--- src/rtl/mqjd_pkg.sv ---
// ----------------------------------------------------------------------------
// mqjd_pkg
// Shared types and codes for the multi-queue job dispatcher.
// ----------------------------------------------------------------------------
`default_nettype none

package mqjd_pkg;

    localparam int NUM_QUEUES_DEF  = 8;
    localparam int QUEUE_DEPTH_DEF = 16;
    localparam int ID_W            = 16;

    localparam logic [3:0] NUM_CPUS_RST    = 4'd2;
    localparam logic [1:0] ASSIGN_MODE_RST = 2'd1;
    localparam logic       PICK_POLICY_RST = 1'b0;

    localparam logic [1:0] CFG_NUM_CPUS    = 2'd0;
    localparam logic [1:0] CFG_ASSIGN_MODE = 2'd1;
    localparam logic [1:0] CFG_PICK_POLICY = 2'd2;

    localparam logic OP_SUBMIT   = 1'b0;
    localparam logic OP_DISPATCH = 1'b1;

    localparam logic [1:0] MODE_SINGLE = 2'd0;
    localparam logic [1:0] MODE_MODULO = 2'd1;
    localparam logic [1:0] MODE_LEAST  = 2'd2;

    localparam logic POL_FIFO     = 1'b0;
    localparam logic POL_SHORTEST = 1'b1;

    localparam logic [1:0] ST_OK    = 2'd0;
    localparam logic [1:0] ST_FULL  = 2'd1;
    localparam logic [1:0] ST_EMPTY = 2'd2;

    typedef struct packed {
        logic [ID_W-1:0] id;
        logic [ID_W-1:0] len;
        logic [ID_W-1:0] arr;
    } job_t;

    typedef struct packed {
        logic vld;
        job_t job;
    } carry_t;

    typedef struct packed {
        logic active;
        logic load;
        logic shift;
    } cell_ctl_t;

endpackage

`default_nettype wire

--- src/rtl/mqjd_cell.sv ---
// ----------------------------------------------------------------------------
// mqjd_cell
// One queue slot: holds a job, shifts down from its neighbor on removal and
// forwards the running shortest job of the slots below it.
// ----------------------------------------------------------------------------
`default_nettype none

module mqjd_cell
    import mqjd_pkg::*;
#(
    parameter int PW    = 4,
    parameter int INDEX = 0
)
(
    input  wire logic          clk,
    input  wire logic          rst_n,
    input  wire cell_ctl_t     ctl,
    input  wire job_t          wr_job,
    input  wire job_t          nxt_job,
    input  wire carry_t        prv_carry,
    input  wire logic [PW-1:0] prv_idx,
    output job_t               job,
    output carry_t             carry,
    output logic [PW-1:0]      idx
);

    job_t            job_reg;
    carry_t          carry_reg;
    logic [PW-1:0]   idx_reg;
    logic            take_own;

    // Strict compare keeps the older job on equal lengths.
    assign take_own = ctl.active && (!prv_carry.vld || job_reg.len < prv_carry.job.len);

    always_ff @(posedge clk)
    begin
        if (ctl.load)
        begin
            job_reg <= wr_job;
        end
        else if (ctl.shift)
        begin
            job_reg <= nxt_job;
        end
        idx_reg <= take_own ? PW'(INDEX) : prv_idx;
    end

    always_ff @(posedge clk or negedge rst_n)
    begin
        if (!rst_n)
        begin
            carry_reg <= '0;
        end
        else if (take_own)
        begin
            carry_reg <= {1'b1, job_reg};
        end
        else
        begin
            carry_reg <= prv_carry;
        end
    end

    assign job   = job_reg;
    assign carry = carry_reg;
    assign idx   = idx_reg;

endmodule

`default_nettype wire

--- config.mk ---
export PLATFORM = sky130hd
export DESIGN_NAME = mqjd_cell
export DESIGN_NICKNAME = d
export VERILOG_FILES = /design/src/rtl/mqjd_pkg.sv /design/src/rtl/mqjd_cell.sv
export SDC_FILE = /design/constraint.sdc
export NUM_CORES = 1
export LEC_CHECK = 0
export ABC_AREA = 1
export BUFFER_PORTS_ARGS = -buffer_cell sky130_fd_sc_hd__buf_2
export CAP_MARGIN = 0
export CORE_MARGIN = 2
export CORE_UTILIZATION = 48
export DETAILED_ROUTE_END_ITERATION = 12
export GPL_ROUTABILITY_DRIVEN = 1
export PLACE_DENSITY = 0.94
export RECOVER_POWER = 25
export SKIP_CTS_REPAIR_TIMING = 1
export SYNTH_ARGS = -nofsm -noshare
export SYNTH_HDL_FRONTEND = slang
export SYNTH_SLANG_ARGS = --single-unit
--- constraint.sdc ---
create_clock -name clk -period 5.24 [get_ports clk]
set_clock_uncertainty 0.1 [all_clocks]
set_input_delay 0.262 -clock clk [delete_from_list [all_inputs] [get_ports clk]]
set_output_delay 0.262 -clock clk [all_outputs]
set_load 0.02 [all_outputs]
# Word level (Yosys, flattened, before mapping)
# Index checks and enable logic that the tools add are counted.
[classes] reduce_logical=4 n_mux=3 magnitude_cmp=1
[op_table] cell="two-way mux 48 bit" count=2
[op_table] cell="two-way mux 49 bit" count=1
[op_table] cell="< comparator 16 bit" count=1
[op_table] cell="nonzero test 2 bit" count=1
[op_table] cell="logical AND 1 bit" count=1
[op_table] cell="zero test 1 bit" count=1
[op_table] cell="logical OR 1 bit" count=1
[word_totals] reg_bits=101 out_inout_bits=101 elab_cells=16 input_bits=154

# Longest topological paths before layout
[logic_depth] ltp_word=4 depth_mapped=16 ltp_nobuf=14

# Worst setup path before layout
# OpenSTA, ideal clock, no wires.
[synth_path] path_type="reg2reg" start="register job_reg (netlist bit job[31])" end="register carry_reg (netlist bit carry[28])" path_slack_ns=3.284 required_ns=5.023 t_arrival_ns=1.738 synth_period_minus_slack_ns=1.956 n_path_buf=2 stages_incl_launch_ff=14 setup_ns=0.117 path_cell_list="edfxtp_1 > ha_1 > nand2_1 > inv_1 > nand3_1 > inv_1 > a21oi_1 > nand2_1 > nand2_2 > nand2_2 > buf_6 > buf_6 > nand2_1 > nand2_1"
[synth_between] elab_chain_len=4
[synth_lines] element="start, declared" line="mqjd_cell.sv:27" source="job_t job_reg;"
[synth_lines] element="start signal, assigned" line="mqjd_cell.sv:39" source="job_reg <= wr_job;"
[synth_lines] element="start signal, assigned" line="mqjd_cell.sv:43" source="job_reg <= nxt_job;"
[synth_lines] element="< comparator 16 bit" line="mqjd_cell.sv:33" source="assign take_own = ctl.active && (!prv_carry.vld || job_reg.len < prv_carry.job.len);"
[synth_lines] element="logical OR 1 bit" line="mqjd_cell.sv:33"
[synth_lines] element="logical AND 1 bit" line="mqjd_cell.sv:33"
[synth_lines] element="two-way mux 49 bit" line="mqjd_cell.sv:54" source="else if (take_own)"
[synth_lines] element="end signal, assigned" line="mqjd_cell.sv:56" source="carry_reg <= {1'b1, job_reg};"
[synth_lines] element="end signal, assigned" line="mqjd_cell.sv:60" source="carry_reg <= prv_carry;"
[synth_lines] element="end, declared" line="mqjd_cell.sv:28" source="carry_t carry_reg;"
# Every way passes these cells.
# A chain may end at the register's enable or synchronous reset.

# Final worst setup path
[layout_path] start="input prv_carry[17] (netlist name)" end="register carry_reg (netlist bit carry[42])"
[layout_between] elab_chain_len=4
[layout_lines] element="start, declared" line="mqjd_cell.sv:20" source="input wire carry_t prv_carry,"
[layout_lines] element="< comparator 16 bit" line="mqjd_cell.sv:33"
[layout_lines] element="logical OR 1 bit" line="mqjd_cell.sv:33"
[layout_lines] element="logical AND 1 bit" line="mqjd_cell.sv:33"
[layout_lines] element="two-way mux 49 bit" line="mqjd_cell.sv:54"
# Every way passes these cells.

==> flow_metrics.tcl <==
set metrics [dict create \
    rows 35 \
    grt_pass1_vias 3950 \
    failed_checks "hold timing, capacitance limit, slew limit" \
    drive_gt1_frac 0.331 \
    largest_register_ffs 49 \
    tns_ps 0 \
    async_reset_ff_frac 0.485 \
    holdPathStages 3 \
    relSlewSlack -0.686 \
    status "complete, but fails checks" \
    die_h_um 101 \
    critPathLaunch "prv_carry[17]" \
    ys.flop_type "dfrtp_1" \
    cts_buffers 9 \
    pre_cts_ws_ps 1940 \
    hold_violations 1 \
    reg2reg_slack_ps 1870 \
    r2r_start "job[31]$_DFFE_PP_" \
    grt_max_degree 55 \
    fin_ws_ps 1770 \
    synth_area_leaders "edfxtp_1 (32%), dfrtp_1 (27%), nand2_1 (21%)" \
    end_kind "register" \
    die_w_um 101 \
    seq_area_frac_synth 0.614 \
    viasPerCell 4.95 \
    grt_first_pass_wirelength_um 18400 \
    max_cap_viol_count 2 \
    wl_um 12400 \
    routedWlPerCell_um 14.3 \
    grt_overflow 0 \
    antenna_found_initial 0 \
    insertion_delay_ps 360 \
    die_area_mm2 0.0101 \
    start_kind "input port" \
    hp-class "in2reg" \
    hold_path.startpoint "prv_carry[36]" \
    vdd_drop_max_uv 160 \
    dpl.hpwl_um 8900 \
    hold_slack_ps -4.62 \
    cts_max_path_buffers 2 \
    finalNetCount 916 \
    ant_nets 0 \
    drtIter0Drc 205 \
    cts_tree "yes" \
    arrival_ps 3600 \
    timing.rr.end "carry[42]$_DFF_PN0_" \
    rsz0062_at_grt "false" \
    fin_crit_sh 0.662 \
    via_count 4275 \
    worst_pin_slew_ps 2530 \
    required_ps 5370 \
    synth_nets 658 \
    initial_utilization 0.489 \
    setup_viol 0 \
    power_density_mw_per_mm2 312 \
    yosys_warnings 0 \
    utilization 0.666 \
    h-tree-depth 3 \
    cts_sinks 101 \
    ys_ff_latch 101 \
    gp_congestion 0.877 \
    synth_edf_count 48 \
    path_max_fanout 53 \
    syn-instance-count 489 \
    crit_type "in2reg" \
    coreArea_mm2 0.00915 \
    cts.clk_slew.worst_paths_ps 100 \
    insertedDiodeCount 0 \
    synthDistinctLibCells 19 \
    synth_top_cell_area_share 0.322 \
    p_leak_nw 3.38 \
    syn_to_final_growth_pct 36.2 \
    synth_area_leader_cell "edfxtp_1" \
    syn_area_per_cell_um2 9.14 \
    finalMaxSlewViolations 105 \
    critical_path.endpoint "carry[42]$_DFF_PN0_" \
    max_freq_mhz 288 \
    r2r_cells 11 \
    firstDrtPassIters 5 \
    io_pins 255 \
    io_buffers 254 \
    fin_crit_ps 3470 \
    grt_util_all_layers 0.236 \
    clockRootBuffer "clkbuf_8" \
    drc 0 \
    synth_area_mm2 0.00447 \
]
-- cells in the final DEF, fill, tap and decap left out, types with 9 or more instances in the layout --
cell type	instances
nand2_1	255
buf_2	229
nand3_1	49
dfrtp_1	49
edfxtp_1	48
clkbuf_1	27
inv_1	21
dlygate4sd3_1	18
ha_1	15
clkbuf_8	9
-- stage by stage --
| stage | cells | hold WS, ps | power [W] | cell area (um2) |
|---|---|---|---|---|
| 2_1_floorplan | 489 | -134 | 0.00126 | 4470 |
| 3_5_place_dp | 829 | 362 | 0.00145 | 5760 |
| 6_report | 863 | -4.62 | 0.00190 | 6090 |
| 3_3_place_gp | 829 | 356 | 0.00144 | 5760 |
| 5_1_grt | 863 | 0.0401 | 0.00200 | 6090 |
| 4_1_cts | 845 | -26.9 | 0.00191 | 5950 |
-- cells in the mapped netlist (2+ instances only) --
master    count
buf_1         2
dfxtp_1       4
nand3_1      49
buf_2         8
nand2_2       2
a21oi_1       8
buf_6         3
or2_2         2
inv_1        21
ha_1         15
edfxtp_1     48
dfrtp_1      49
a21boi_0      4
o21ai_0       2
clkbuf_1     14
nand2_1     255
-- per-layer routing --
| metal | wire (um) | vias to the layer above | track usage | part of all wire |
|---|---|---|---|---|
| li1 | - | 2070 | - | - |
| met1 | 4830 | 1968 | 0.285 | 0.39 |
| met2 | 6390 | 207 | 0.412 | 0.52 |
| met3 | 775 | 30 | 0.0492 | 0.063 |
| met4 | 366 | 0 | 0.0969 | 0.030 |
| met5 | 0 | - | 0 | 0 |
-- critical path: stages --
cell and delay (ps):
dlygate4sd3_1 540, buf_2 120, inv_1 40, ha_1 270, nand2_1 60, nand2_1 50, nand2_1 50, nand2_1 60
nand2_1 60, nand2_1 50, nand2_1 50, nand2_1 50, nand2_2 700, nand2_2 820, nand2_1 260, nand2_1 90
-- worst min-delay path by stage --
stage,to,slack (ps)
6_report,carry[36]$_DFF_PN0_,-5
5_1_grt,carry[3]$_DFF_PN0_,0.04
4_1_cts,carry[36]$_DFF_PN0_,-30
3_5_place_dp,carry[8]$_DFF_PN0_,360
3_3_place_gp,carry[1]$_DFF_PN0_,360
2_1_floorplan,carry[0]$_DFF_PN0_,-130
-- power by group --
group	leakage [nW]	switching (W)	total [W]	internal, W
registers	1.11	0.0000402	0.000972	0.000931
logic	2.17	0.000308	0.000471	0.000163
clock network	0.0905	0.000278	0.000460	0.000182
-- cell type report --
class / count / area, um2
tap: 111 / 139
sequential: 101 / 2750
timing repair buffer: 274 / 1430
clock buffer: 10 / 128
inverter: 21 / 78.8
clock inverter: 6 / 56.3
fill: 778 / 3060
multi-input combinational: 340 / 1510
-- cell families (layout without fill, tap and decap cells) --
family                     after synthesis  after routing  share of synthesized area
buffers and inverters                   48            311                     0.0476
adders and majority gates               15             15                     0.0420
AOI/OAI and AO/OA                       15             15                     0.0196
DFF                                    101            101                      0.614
and+or+nand+nor                        310            310                      0.276
No activity file was read; power rests on OpenSTA's default activity.
