<file path="src/rtl/mqjd_pkg.sv">
// ----------------------------------------------------------------------------
// mqjd_pkg
// Shared types and codes for the multi-queue job dispatcher.
// ----------------------------------------------------------------------------
`default_nettype none

package mqjd_pkg;

    localparam int NUM_QUEUES_DEF  = 8;
    localparam int QUEUE_DEPTH_DEF = 16;
    localparam int ID_W            = 16;

    localparam logic [3:0] NUM_CPUS_RST    = 4'd2;
    localparam logic [1:0] ASSIGN_MODE_RST = 2'd1;
    localparam logic       PICK_POLICY_RST = 1'b0;

    localparam logic [1:0] CFG_NUM_CPUS    = 2'd0;
    localparam logic [1:0] CFG_ASSIGN_MODE = 2'd1;
    localparam logic [1:0] CFG_PICK_POLICY = 2'd2;

    localparam logic OP_SUBMIT   = 1'b0;
    localparam logic OP_DISPATCH = 1'b1;

    localparam logic [1:0] MODE_SINGLE = 2'd0;
    localparam logic [1:0] MODE_MODULO = 2'd1;
    localparam logic [1:0] MODE_LEAST  = 2'd2;

    localparam logic POL_FIFO     = 1'b0;
    localparam logic POL_SHORTEST = 1'b1;

    localparam logic [1:0] ST_OK    = 2'd0;
    localparam logic [1:0] ST_FULL  = 2'd1;
    localparam logic [1:0] ST_EMPTY = 2'd2;

    typedef struct packed {
        logic [ID_W-1:0] id;
        logic [ID_W-1:0] len;
        logic [ID_W-1:0] arr;
    } job_t;

    typedef struct packed {
        logic vld;
        job_t job;
    } carry_t;

    typedef struct packed {
        logic active;
        logic load;
        logic shift;
    } cell_ctl_t;

endpackage

`default_nettype wire

</file>
<file path="src/rtl/mqjd_modu.sv">
// ----------------------------------------------------------------------------
// mqjd_modu
// Bit-serial remainder of a job id by the processor count.
// ----------------------------------------------------------------------------
`default_nettype none

module mqjd_modu
    import mqjd_pkg::*;
(
    input  wire logic            clk,
    input  wire logic            rst_n,
    input  wire logic            start,
    input  wire logic [ID_W-1:0] dividend,
    input  wire logic [3:0]      divisor,
    output logic                 done,
    output logic [3:0]           rem
);

    localparam int CNTW = $clog2(ID_W + 1);

    logic [ID_W-1:0] dvd_reg;
    logic [3:0]      div_reg;
    logic [3:0]      rem_reg;
    logic [CNTW-1:0] cnt_reg;
    logic            busy_reg;
    logic            done_reg;
    logic [4:0]      trial;
    logic [4:0]      rem_next;

    assign trial    = {rem_reg, dvd_reg[ID_W-1]};
    assign rem_next = (trial >= {1'b0, div_reg}) ? trial - {1'b0, div_reg} : trial;

    always_ff @(posedge clk or negedge rst_n)
    begin
        if (!rst_n)
        begin
            busy_reg <= 1'b0;
            done_reg <= 1'b0;
            cnt_reg  <= '0;
        end
        else
        begin
            done_reg <= 1'b0;
            if (start)
            begin
                busy_reg <= 1'b1;
                cnt_reg  <= CNTW'(ID_W);
            end
            else if (busy_reg)
            begin
                cnt_reg <= cnt_reg - 1'b1;
                if (cnt_reg == CNTW'(1))
                begin
                    busy_reg <= 1'b0;
                    done_reg <= 1'b1;
                end
            end
        end
    end

    always_ff @(posedge clk)
    begin
        if (start)
        begin
            dvd_reg <= dividend;
            div_reg <= divisor;
            rem_reg <= '0;
        end
        else if (busy_reg)
        begin
            dvd_reg <= {dvd_reg[ID_W-2:0], 1'b0};
            rem_reg <= rem_next[3:0];
        end
    end

    assign done = done_reg;
    assign rem  = rem_reg;

endmodule

`default_nettype wire

</file>
<file path="config.mk">
export PLATFORM = sky130hd
export DESIGN_NAME = mqjd_modu
export DESIGN_NICKNAME = d
export VERILOG_FILES = /design/src/rtl/mqjd_pkg.sv /design/src/rtl/mqjd_modu.sv
export SDC_FILE = /design/constraint.sdc
export NUM_CORES = 1
export LEC_CHECK = 0
export ABC_AREA = 1
export ABC_CLOCK_PERIOD_IN_PS = 3800
export BUFFER_PORTS_ARGS = -buffer_cell sky130_fd_sc_hd__buf_2
export CAP_MARGIN = 20
export CORE_ASPECT_RATIO = 1.4
export CORE_UTILIZATION = 25
export CTS_CLUSTER_DIAMETER = 40
export DETAILED_ROUTE_END_ITERATION = 7
export GPL_TIMING_DRIVEN = 0
export PLACE_DENSITY = 0.43
export SYNTH_ARGS = -nofsm -noshare
export SYNTH_HDL_FRONTEND = slang
export SYNTH_SLANG_ARGS = --single-unit
export TNS_END_PERCENT = 5
</file>
<file path="constraint.sdc">
create_clock -name clk -period 3.8 [get_ports clk]
set_clock_uncertainty 0.15 [all_clocks]
set_input_delay 0.19 -clock clk [delete_from_list [all_inputs] [get_ports clk]]
set_output_delay 0.19 -clock clk [all_outputs]
set_load 0.05 [all_outputs]
</file>
## Yosys cells after proc, flatten, opt, wreduce, memory -nomap -nowiden

Cells that the tools add are included.

| storage, ports and cells | value |
|---|---|
| flip-flop bits (word level) | 31 |
| bits in latches | 0 |
| RAM bits | 0 |
| bits in read-only memories | 0 |
| input port bits | 23 |
| output and inout port bits | 5 |
| logic and storage cells | 22 |
| memories kept | 0 |

| cells by class | value |
|---|---|
| add/subtract/negate cells | 2 |
| multiply operators | 0 |
| div/mod/pow operators | 0 |
| $lt $le $gt $ge | 1 |
| eq/ne operators | 1 |
| shifts and indexed selects | 0 |
| muxes and demuxes | 11 |
| bitwise logic cells | 0 |
| reductions and logical operators | 1 |

Operators by type and width:

| operator | number |
|---|---|
| $mux W16 | 2 |
| $mux W5 | 2 |
| $mux W1 | 6 |
| $eq A5 B1 Y1 const B | 1 |
| $ge A5 B4 Y1 | 1 |
| $sub A5 B1 Y5 const B | 1 |
| $mux W4 | 1 |
| $sub A4 B4 Y4 | 1 |
| $reduce_bool A2 Y1 | 1 |

## Longest topological paths before layout

| logic depth | value |
|---|---|
| word-level depth | 4 |
| mapped depth | 11 |

## Least setup slack after synthesis

OpenSTA, ideal clock, no wires.

| timing path | value |
|---|---|
| kind | reg-to-reg |
| start | register rem_reg[1] (netlist: rem[1]) |
| end | register rem_reg[3] (netlist: rem[3]) |
| data arrival time | 1.535 ns |
| required time | 3.536 ns |
| path slack | 2.001 ns |
| stages on the path, launching flop included | 8 |
| buffers on the path | 0 |
| clock period less this slack | 1.799 ns |
| path through | dfxtp_1 > ha_1 > a21oi_2 > nand2_2 > nand2_4 > nand3_1 > nand3_1 > nand2_1 |

| between the ends | value |
|---|---|
| longest elaborated chain between the ends | 2 |
| elaborated cells on any way between the ends | 3 |
| those cells by class | add/sub: 1; order compare: 1; mux: 1 |

Ends and longest elaborated chain:

| item | line | text |
|---|---|---|
| start: declaration | mqjd_modu.sv:23 | `logic [3:0] rem_reg;` |
| start signal: assignment | mqjd_modu.sv:72 | `rem_reg <= rem_next[3:0];` |
| $sub A4 B4 Y4 / $ge A5 B4 Y1 (equally long branches) | mqjd_modu.sv:31 | `assign rem_next = (trial >= {1'b0, div_reg}) ? trial - {1'b0, div_reg} : trial;` |
| $mux W4 * | mqjd_modu.sv:31 |  |

Mark *: on every way between the ends. The rest lies on a longest branch, timed or not.
A chain may end at the register's enable or synchronous reset.

## Worst setup path in the final report

| timing path | value |
|---|---|
| start | register dvd_reg[15] |
| end | register rem_reg[2] (netlist: rem[2]) |

| between the ends | value |
|---|---|
| longest elaborated chain between the ends | 2 |
| elaborated cells on any way between the ends | 3 |
| those cells by class | add/sub: 1; order compare: 1; mux: 1 |

Ends and longest elaborated chain:

| item | line | text |
|---|---|---|
| start: declaration | mqjd_modu.sv:21 | `logic [ID_W-1:0] dvd_reg;` |
| start signal: assignment | mqjd_modu.sv:65 | `dvd_reg <= dividend;` |
| start signal: assignment | mqjd_modu.sv:71 | `dvd_reg <= {dvd_reg[ID_W-2:0], 1'b0};` |
| $sub A4 B4 Y4 / $ge A5 B4 Y1 (equally long branches) | mqjd_modu.sv:31 |  |
| $mux W4 * | mqjd_modu.sv:31 |  |

Marked as above.

==> results.md <==
- Status: completed
- Via count of the first global-routing pass: 1099
- Total of warnings raised by yosys: 0
- Cell type of the slowest stage on the worst timing path: sky130_fd_sc_hd__fa_1
- R2r worst-path depth: 8
- Reg2Reg Capture Point: rem[2]
- Maximum vdd drop: 0.1579 mV
- Static leakage: 0.9511 nW
- Number of nets in the synthesized netlist: about 190
- Maximum root-to-sink buffer count: 2
- Data arrival time of the critical path: between 1500 and 2000 ps
- Sequential-to-total area share from yosys stat: 0.5634
- Count of final hold-check violations: 0
- Die footprint: 6396 um^2
- Internal power component: 0.6711 mW
- Hold wc startpoint: dividend[0]
- Number of vias after detailed routing: 1135
- Global-route usage over all layers: 0.1053
- Worst slew margin relative to its limit: 0.7442
- Number of primary I/O pins: 28
- Final slew viol count: 0
- Type of the tightest min-delay check: in2reg
- H-tree lvl count: 2
- Core Region: 5863 um^2
- Post-route antenna net violation count: 0
- Crit. End Element: flop
- Clock share of power: 0.235
- Number of unique standard cell types used by synthesis: 24
- Area grow syn2layout: 23.31%
- Mapped Area: 1519 um^2
- Per-cell via count in the routed design: 4.158
- Length of the first detailed-routing pass in iterations: 4
- Largest net degree at the start of global routing: 19
- Area of placed instances: ~1700 um^2
- Met3 track demand over resource in global routing: 0.03519
- Final instance area: around 1900 um^2
- Layout Cells excl Fill: 273
- Weighted congestion at the end of routability-driven global placement: 0.7125
- Combinational cell fraction of total power: 0.329
- Setup slack, reg-to-reg: 2110 ps
- Cell count after synthesis: 163
- Number of port buffers: 27
- Highest Clock Rate: around 600 MHz
- Switch share: 0.3595
- Die H: ~94 um
- Final period util: 0.4440
- Actual slew at the worst max-slew pin: approximately 380 ps
- Initial antenna violation count: 0
- Starting Density: 0.2591
- Final-stage net count: ~230
- Worst-case hold slack: 24.18 ps
- Leading cell type in the layout, fill and taps excluded: sky130_fd_sc_hd__nand2_1
- Hold endpoint: dvd_reg[0]
- CP Cell Sequence: inv_1 > ha_1 > inv_1 > fa_1 > xnor2_1 > nand2_1 > nand3_1 > nand2_1
- Setup repair after global routing missed its margin: no
- Setup-failing EPs final: 0
- Total inserted antenna cells: 0
- Startpoint kind of the worst setup timing path: flop
- Clock sink total: 31
- Worst Path Buf+Inv: 2
- Max Cap Viol: 0
- Starting DRT DRC Count: 40
- Highest-count cells in the layout ignoring fill and taps: sky130_fd_sc_hd__nand2_1, sky130_fd_sc_hd__buf_2, sky130_fd_sc_hd__edfxtp_1, sky130_fd_sc_hd__inv_1, sky130_fd_sc_hd__nand3_1
- Wire length after detailed routing: slightly below 3000 um
- Post-DP HPWL: about 2100 um
- Longest individual stage delay on the worst path: around 370 ps
- Top cell family by delay on the critical path: adder cells
- Global-route layer with the greatest usage: met2
- Hold Path Depth: 3
- Total grt overflow: 0
- FF+latch count, synth: 31
- Req. time, crit path: 3820 ps
- Sequential cell fraction of total power: 0.435
- Number of buffers created by CTS: 5
- Routed length per placed instance: 10.60 um
- Synthesized area per cell: 9.319 um^2
- Residual DRC: 0
- Max Fanout on Critical Path: 2
- Share of post-route cells with drive strength above 1: 0.2365
- Min Tclk post-route: about 1700 ps
- Reg-to-Reg Start: dvd_reg[15]
- Critical path class: reg2reg
- Post-placement cell count: 260
- First-pass GRT wire length: 4905 um
- Skew-Pair Late Insertion Delay: ~270 ps
- Die Span X: 67.88 um
- Clock root buffer: sky130_fd_sc_hd__clkbuf_8
- Standard-cell row count: 33
- Flip-flop count of the largest register after layout: 16
- Net switching power: 0.3766 mW
- Resized cells post-CTS: 0
- Met2 global-route usage: 0.1782
- Clock tree from TritonCTS: built
- Total negative slack: 0 ps
- Met1 Track Usage GR: 0.1189
- Pwr Density: 559.4 nW/um^2
- Clock Pin Slew Worst Setup and Hold Paths: 70 ps
==> worst register-to-register path, stage by stage (launching register included) <==
cell	delay (ps)
sky130_fd_sc_hd__edfxtp_1	350
sky130_fd_sc_hd__inv_1	90
sky130_fd_sc_hd__ha_1	180
sky130_fd_sc_hd__inv_1	70
sky130_fd_sc_hd__fa_1	370
sky130_fd_sc_hd__xnor2_1	190
sky130_fd_sc_hd__nand2_1	80
sky130_fd_sc_hd__nand3_1	70
sky130_fd_sc_hd__nand2_1	50
==> worst max path at each step <==
stage               slack, ps  depth (start not counted)      to   startpoint
floorplan                2000                          7  rem[3]       rem[1]
global placement         2100                          8  rem[2]  dvd_reg[15]
detailed placement       2090                          8  rem[2]  dvd_reg[15]
CTS                      2080                          8  rem[2]  dvd_reg[15]
global route             1960                          8  rem[2]  dvd_reg[15]
finish                   2110                          8  rem[2]  dvd_reg[15]
==> power groups by stage <==
stage / Combinational [mW] / Sequential [mW] / Clock [mW]
after global routing: 0.397 / 0.466 / 0.272
after CTS: 0.355 / 0.458 / 0.259
final: 0.345 / 0.456 / 0.247
after global placement: 0.346 / 0.464 / 0
after detailed placement: 0.351 / 0.464 / 0
after floorplan: 0.216 / 0.515 / 0
==> cells by family after synthesis <==
family                   share of synthesized area
AND/OR/NAND/NOR                             0.2718
flip-flops                                  0.5634
buffers and inverters                      0.06590
AO/OA/AOI/OAI                              0.03048
adder cells (fa/ha/maj)                    0.06260
XOR/XNOR                                  0.005767
==> Yosys cell counts <==
library cell,count,area [um^2]
sky130_fd_sc_hd__a21oi_1,2,10.01
sky130_fd_sc_hd__a21oi_2,1,8.760
sky130_fd_sc_hd__a31oi_1,1,6.260
sky130_fd_sc_hd__buf_2,2,10.01
sky130_fd_sc_hd__buf_4,1,7.510
sky130_fd_sc_hd__clkinv_1,2,7.510
sky130_fd_sc_hd__dfrtp_1,7,175.2
sky130_fd_sc_hd__dfxtp_1,4,80.08
sky130_fd_sc_hd__edfxtp_1,20,600.6
sky130_fd_sc_hd__fa_1,1,20.02
sky130_fd_sc_hd__ha_1,6,75.07
sky130_fd_sc_hd__inv_1,17,63.81
sky130_fd_sc_hd__inv_2,3,11.26
sky130_fd_sc_hd__nand2_1,66,247.7
sky130_fd_sc_hd__nand2_2,3,18.77
sky130_fd_sc_hd__nand2_4,2,22.52
sky130_fd_sc_hd__nand3_1,10,50.05
sky130_fd_sc_hd__nand4_1,2,12.51
sky130_fd_sc_hd__nor2_1,5,18.77
sky130_fd_sc_hd__nor2_4,2,22.52
sky130_fd_sc_hd__nor2_8,1,20.02
sky130_fd_sc_hd__o21ai_1,3,15.01
sky130_fd_sc_hd__o22ai_1,1,6.260
sky130_fd_sc_hd__xnor2_1,1,8.760
==> through the flow <==
step                      utilization  setup WS (ps)  total power, mW
after floorplan                     -           2001           0.7312
after global placement         0.2971           2103           0.8101
after detailed placement       0.2971           2090           0.8148
after CTS                      0.3195           2084            1.071
after global routing           0.3195           1961            1.135
final                          0.3195           2113            1.048
==> layout make-up <==
type                            count  area [um^2]
Inverter                           22        82.58
Timing Repair Buffer               32        185.2
Buffer                              3        17.52
Clock buffer                        7        76.32
Fill cell                         636         3990
Multi-Input combinational cell    107        563.0
Sequential cell                    31        855.8
Tap cell                           70        87.58
Clock inverter                      1        5.005
==> layer usage <==
layer	wire length [um]	vias to the layer above	share of wire
li1	-	595	-
met5	0	-	0
met2	1449	29	0.50
met1	1263	505	0.44
met3	138	6	0.048
met4	43	0	0.015
==> what timing repair did <==
item / CTS / global route
hold buffers: 5 / 0
buffers inserted: 0 / 0
hold endpoints to repair: 11 / 0
Power figures use the tool's default switching activity.
